[src/sv/qvr_pkg.sv]
// Shared widths, types and divider sizing for the quaternion vector rotator.
// No dependencies.
package qvr_pkg;

   localparam int QIN_W     = 16;
   localparam int VEC_W     = 32;
   localparam int PRD_W     = 2 * QIN_W;
   localparam int MAT_W     = PRD_W + 2;
   localparam int MUL_W     = MAT_W + VEC_W;
   localparam int NUM_W     = MUL_W + 2;
   localparam int NRM_W     = PRD_W + 1;
   localparam int QUO_W     = VEC_W;
   localparam int DIV_STEPS = 2;
   localparam int DIV_STAGES = QUO_W / DIV_STEPS;

   typedef logic signed [VEC_W-1:0] vec_type [3];

   typedef struct packed {
      logic [2:0]             neg;
      logic [3*VEC_W-1:0]     vec;
      logic [NRM_W-1:0]       nrm;
      logic                   degenerate;
   } side_type;

endpackage

[src/sv/qvr_div.sv]
// Pipelined restoring divider, DIV_STEPS quotient bits per stage, no stall logic
// beyond a shared enable. Depends on qvr_pkg.
module qvr_div import qvr_pkg::*; (
   input  logic             clock,
   input  logic             en,
   input  logic [NUM_W-1:0] num,
   input  logic [NRM_W-1:0] den,
   output logic [QUO_W-1:0] quo,
   output logic [NRM_W-1:0] rem
);

   logic [NRM_W-1:0] rem_ff [DIV_STAGES];
   logic [NRM_W-1:0] rem_in [DIV_STAGES];
   logic [QUO_W-1:0] low_ff [DIV_STAGES];
   logic [QUO_W-1:0] low_in [DIV_STAGES];
   logic [QUO_W-1:0] quo_ff [DIV_STAGES];
   logic [QUO_W-1:0] quo_in [DIV_STAGES];
   logic [NRM_W-1:0] den_ff [DIV_STAGES];
   logic [NRM_W-1:0] den_in [DIV_STAGES];

   for (genvar k = 0; k < DIV_STAGES; k++) begin : g_stage
      localparam int PREV = (k == 0) ? 0 : k - 1;

      always_comb begin
         logic [NRM_W-1:0] r;
         logic [QUO_W-1:0] l;
         logic [QUO_W-1:0] q;
         logic [NRM_W:0]   t;
         if (k == 0) begin
            r = NRM_W'(num[NUM_W-1:QUO_W]);
            l = num[QUO_W-1:0];
            q = '0;
            den_in[k] = den;
         end else begin
            r = rem_ff[PREV];
            l = low_ff[PREV];
            q = quo_ff[PREV];
            den_in[k] = den_ff[PREV];
         end
         for (int j = 0; j < DIV_STEPS; j++) begin
            t = {r, l[QUO_W-1]};
            l = {l[QUO_W-2:0], 1'b0};
            if (t >= {1'b0, den_in[k]}) begin
               t = t - {1'b0, den_in[k]};
               q = {q[QUO_W-2:0], 1'b1};
            end else begin
               q = {q[QUO_W-2:0], 1'b0};
            end
            r = t[NRM_W-1:0];
         end
         rem_in[k] = r;
         low_in[k] = l;
         quo_in[k] = q;
      end

      always_ff @(posedge clock) begin
         if (en) begin
            rem_ff[k] <= rem_in[k];
            low_ff[k] <= low_in[k];
            quo_ff[k] <= quo_in[k];
            den_ff[k] <= den_in[k];
         end
      end
   end

   assign quo = quo_ff[DIV_STAGES-1];
   assign rem = rem_ff[DIV_STAGES-1];

endmodule

[config.mk]
export PLATFORM = sky130hd
export DESIGN_NAME = qvr_div
export DESIGN_NICKNAME = d
export VERILOG_FILES = /design/src/sv/qvr_pkg.sv /design/src/sv/qvr_div.sv
export SDC_FILE = /design/constraint.sdc
export NUM_CORES = 2
export LEC_CHECK = 0
export BUFFER_PORTS_ARGS = -buffer_cell sky130_fd_sc_hd__buf_2
export CAP_MARGIN = 25
export CORE_MARGIN = 2
export CORE_UTILIZATION = 35
export DETAILED_ROUTE_END_ITERATION = 7
export SLEW_MARGIN = 25
export SYNTH_ARGS = -nofsm -noshare
export SYNTH_HDL_FRONTEND = slang
export SYNTH_SLANG_ARGS = --single-unit
[constraint.sdc]
create_clock -name clock -period 18.96 [get_ports clock]
set_input_delay 3.792 -clock clock [delete_from_list [all_inputs] [get_ports clock]]
set_output_delay 3.792 -clock clock [all_outputs]
set_load 0.005 [all_outputs]
---- Word level (Yosys, flattened, before mapping) ----
Memories as Yosys holds them, arrays and structs flattened.
Index checks and enable logic that the tools add are counted.
storage, ports and cells
  memories kept ........................... 4
  bits in writable memories ............... 2048
  bits in registers ....................... 0
  input port bits ......................... 103
  output and inout bits ................... 65
memories
  memory  depth  bits a word  rd ports  clocked after Yosys merged registers in  write ports  RTL line       text
  den_ff  16     33           15        0                                        16           qvr_div.sv:18  logic [NRM_W-1:0] den_ff [DIV_STAGES];
  rem_ff  16     33           16        0                                        16           qvr_div.sv:12  logic [NRM_W-1:0] rem_ff [DIV_STAGES];
  quo_ff  16     32           16        0                                        16           qvr_div.sv:16  logic [QUO_W-1:0] quo_ff [DIV_STAGES];
  low_ff  16     30           15        0                                        16           qvr_div.sv:14  logic [QUO_W-1:0] low_ff [DIV_STAGES];
operators by class
  mux-type cells .......................... 66
  $add $sub $neg .......................... 32
  $lt $le $gt $ge ......................... 32
operators with widths
  kind                                          number
  greater-or-equal comparator 34 x 33 -> 1 bit  32
  two-way mux 33 bit                            32
  subtractor 33 bit                             32
  two-way mux 1 bit                             34

---- Logic depth before layout (Yosys ltp) ----
An unclocked memory read counts as a cell.
  depth after elaboration ................. 5
  mapped depth ............................ 30
  gate-level depth less buffers ........... 26

---- Least setup slack after synthesis ----
No wires, ideal clock.
  path kind ............................... input -> register
  start ................................... input port num[31]
  end ..................................... memory rem_ff[0][24] in the netlist's numbering, data pin
  arrival ................................. 9.842 ns
  buffers on the path ..................... 3
  stages .................................. 28
  data required time ...................... 18.700 ns
  library setup time ...................... 0.260 ns
  slack ................................... 8.858 ns
  cells stage by stage .................... inv_1 ha_1 inv_1 fa_1 a211oi_2 o211ai_1 a311oi_1 o21ai_1 a221oi_1 nor2_1 nor2_1 o21a_1 buf_2 clkbuf_1 mux2_2 ha_1 a21oi_1 o21ai_0 a2111oi_0 o221a_2 o31ai_1 and4b_1 o311ai_1 o211ai_1 a221o_1 a21oi_2 buf_2 mux2_2
RTL lines
  what             RTL line       text
  start, declared  qvr_div.sv:6   input logic [NUM_W-1:0] num,
  end, declared    qvr_div.sv:12

==> summary.md <==
| Metric | Value |
|---|---|
| Outcome | `finished, final reports clean` |
| Source-to-sink clock delay at the later pin of the worst-skew pair | `890 ps` |
| Total global routing overflow | `0` |
| Total number of vias | `82440` |
| GP Congestion | `0.9023` |
| Number of nets in the layout | `12390` |
| Tot GR Track Use | `16.44%` |
| Portion of the post-synthesis area used by sequential elements | `41.20%` |
| Final setup violation count | `0` |
| Vias in the first global route | `78290` |
| Timing-limited maximum frequency | `0.09327 GHz` |
| Clk pin slew, worst setup/hold paths | `60 ps` |
| Total wire length | `275.7 mm` |
| Sum of negative setup slack | `0 ps` |
| Level count of the clock H-tree | `4` |
| Data required time of the critical path | `19580 ps` |
| Number of cell rows | `207` |
| Average footprint of a synthesized cell | `10.11 um2` |
| Effective utilization at floorplan | `35.17%` |
| Share of the cycle needed by the critical path after routing | `56.55%` |
| Layout cells sized above 1 | `9.983%` |
| Critical path data arrival time | `11340 ps` |
| DP Wirelength | `214.3 mm` |
| Max-cap violations | `0` |
| Signed area change from the synthesized netlist to the final layout | `10.52%` |
| Number of pins exceeding their max-slew limit in the final report | `0` |
| Yosys reg bits | `1535` |
| Setup repair after global routing missed its margin | `false` |
| Hold violation count in the final report | `0` |
| Count of cells along the worst hold path | `0` |
| Antenna violations before repair | `3` |
| Number of optimization iterations in the first detailed-route pass | `5` |
| Worst-path maximum fanout | `53` |
| Wire length of the first global-routing pass | `432.6 mm` |
| Count of buffers added by post-CTS timing repair for setup | `0` |
| Die width | `569.3 um` |
| Number of instances in the synthesized netlist | `11070` |
| Min-Delay Path Class | `reg -> reg` |
| Multiplexer share of the synthesized area | `5.769%` |
| Number of violations reported at the end of detailed-routing iteration 0 | `5869` |
| Max Buffers Root-to-Sink | `4` |
| I/O pin cnt | `168` |
| Post-Syn Nets | `12260` |
| Hold Buf Count CTS | `0` |
| Post-route clock skew | `50.84 ps` |
| DRC violation count after routing | `0` |
| Critical Setup Path Class | `in -> reg` |
| Post-layout min period | `10720 ps` |
| Number of resized instances in the post-cts repair step | `0` |
| CTS Buf Count | `188` |
| Most used flip-flop cell after synthesis | `sky130_fd_sc_hd__edfxtp_1` |
| Die footprint | `324200 um2` |
| Unique cell type count in the Yosys netlist | `104` |
| Combinational family with the most area after synthesis | `compound AO/OA/AOI/OAI gates` |
| Number of cells on the worst reg-to-reg path | `25` |
| Post-synth design cell area | `111900 um2` |
| Compound-gate portion of the synthesized area | `19.22%` |
| Fraction of registers with async set or reset after synthesis | `0%` |
| Critical path endpoint category | `flop` |
| Kind of launch point of the worst setup path | `input pin` |
| Wire length per cell | `17.75 um` |
| Routed vias/inst | `5.308` |
| Commonest cells in the netlist | `sky130_fd_sc_hd__edfxtp_1 (1535), sky130_fd_sc_hd__ha_1 (1056), sky130_fd_sc_hd__a21oi_1 (1013)` |
| Largest net degree at the start of global routing | `167` |
| TritonCTS sink count | `1535` |
| Core footprint | `318100 um2` |
| Dominant cells by area after synthesis | `sky130_fd_sc_hd__edfxtp_1 (41%), sky130_fd_sc_hd__ha_1 (12%), sky130_fd_sc_hd__mux2_2 (5.2%)` |
| Arithmetic-cell share of the synthesized area counting full adders, half adders and majority gates | `12.38%` |
| Warnings, synthesis | `0` |
| Fraction of synthesized cell area in xor and xnor cells | `6.913%` |
| Root Driver | `sky130_fd_sc_hd__clkbuf_16` |
| Number of enable-type register cells in the synthesized netlist | `1535` |
| Worst Max-Slew Pin Slew | `1030 ps` |
| Worst max-slew margin expressed relative to the limit | `31.36%` |
| Most common cell in the synthesized netlist | `sky130_fd_sc_hd__edfxtp_1` |
| Share of the synthesized area in the top cell type | `41.20%` |
| TritonCTS clock tree | `yes` |
| Height of the die | `569.3 um` |
| Port buffer count | `164` |
| Simple logic cell fraction of the synthesized area | `10.48%` |
| Antenna-violating nets left | `0` |
| Post-synthesis cell type with the largest combined area | `sky130_fd_sc_hd__edfxtp_1` |
==> final cells by class <==
type	count	area [um2]
Antenna cell	2	5.005
Clock buffer	225	4886
Clock inverter	114	1478
Fill cell	31320	194400
Inverter	851	3194
Multi-Input combinational cell	8408	61430
Sequential cell	1535	46090
Tap cell	4180	5230
Timing Repair Buffer	216	1315
==> per-layer routing <==
layer  GRT usage [%]  vias to the layer above  wire length [um]  part of all wire (%)
met5               0                        -                 0                     0
met4           5.127                        0              8505                   3.1
met3           1.797                      411             11260                   4.1
met2           27.39                     1642            128400                    47
met1           22.30                    38910            127500                    46
li1                -                    41470                 -                     -
==> kinds of logic after synthesis <==
group / after synthesis
flops: 1535
xor+xnor: 883
mux: 576
simple gates: 2464
fa+ha+maj: 1088
buf+inv: 1127
compound gates: 3397
==> flip-flops by register name, summed over array words and instances (netlist names) <==
signal,flops
den_ff,495
low_ff,240
rem_ff,528
quo_ff,272
==> through the flow <==
step	util (%)	area (um2)	setup WS, ps	hold slack, ps	instances
6_report	38.87	123600	8238	382.9	15530
5_1_grt	38.87	123600	7843	378.1	15530
4_1_cts	38.86	123600	8407	364.2	15530
3_5_place_dp	36.86	117200	7472	404.5	15190
3_3_place_gp	36.84	117200	7089	400.7	15190
2_1_floorplan	-	111900	8858	400.3	11070
==> critical path, cell delays in order <==
cell                        delay [ps]
sky130_fd_sc_hd__buf_2             100
sky130_fd_sc_hd__inv_1              50
sky130_fd_sc_hd__ha_1              160
sky130_fd_sc_hd__inv_1              50
sky130_fd_sc_hd__fa_1              440
sky130_fd_sc_hd__a211oi_2          280
sky130_fd_sc_hd__o211ai_1          250
sky130_fd_sc_hd__a311oi_1          410
sky130_fd_sc_hd__o21ai_1           170
sky130_fd_sc_hd__a221oi_1          440
sky130_fd_sc_hd__nor2_1            100
sky130_fd_sc_hd__nor2_1            260
sky130_fd_sc_hd__o21a_1            170
sky130_fd_sc_hd__buf_4             440
sky130_fd_sc_hd__mux2_2            430
sky130_fd_sc_hd__ha_1              360
sky130_fd_sc_hd__a21oi_1           170
sky130_fd_sc_hd__o21ai_0           100
sky130_fd_sc_hd__a2111oi_0         450
sky130_fd_sc_hd__o221a_2           340
sky130_fd_sc_hd__o31ai_1           140
sky130_fd_sc_hd__and4b_1           250
sky130_fd_sc_hd__o311ai_1          450
sky130_fd_sc_hd__o211ai_1          140
sky130_fd_sc_hd__a221o_1           340
sky130_fd_sc_hd__a21oi_4           420
sky130_fd_sc_hd__buf_16            230
sky130_fd_sc_hd__mux2_2            360
==> path summary, 6_finish.rpt <==
check	to	slack, ps	startpoint
max	rem_ff[0][9]$_DFFE_PP_	8240	num[31]
max reg2reg	rem_ff[0][69]$_DFFE_PP_	10460	den_ff[0][33]$_DFFE_PP_
min reg2reg	low_ff[0][69]$_DFFE_PP_	380	low_ff[0][37]$_DFFE_PP_
min	low_ff[0][69]$_DFFE_PP_	380	low_ff[0][37]$_DFFE_PP_
==> placed cells by master, fill, tap and decap left out, types with 91 or more instances in the layout <==
cell type,n
sky130_fd_sc_hd__a211oi_1,113
sky130_fd_sc_hd__a21o_1,512
sky130_fd_sc_hd__a21oi_1,1011
sky130_fd_sc_hd__a31oi_1,99
sky130_fd_sc_hd__and3_1,91
sky130_fd_sc_hd__buf_2,163
sky130_fd_sc_hd__clkbuf_16,190
sky130_fd_sc_hd__edfxtp_1,1535
sky130_fd_sc_hd__ha_1,1056
sky130_fd_sc_hd__inv_1,842
sky130_fd_sc_hd__mux2_2,517
sky130_fd_sc_hd__nand2_1,798
sky130_fd_sc_hd__nand2b_1,139
sky130_fd_sc_hd__nand3_1,208
sky130_fd_sc_hd__nand4_1,145
sky130_fd_sc_hd__nor2_1,596
sky130_fd_sc_hd__nor2b_1,126
sky130_fd_sc_hd__nor3_1,113
sky130_fd_sc_hd__o21a_1,145
sky130_fd_sc_hd__o21ai_0,799
sky130_fd_sc_hd__o21bai_1,157
sky130_fd_sc_hd__xnor2_1,594
sky130_fd_sc_hd__xor2_1,289
Power is not shown: default switching activity piles up to over one toggle a cycle in this logic, so the estimate is an artifact.
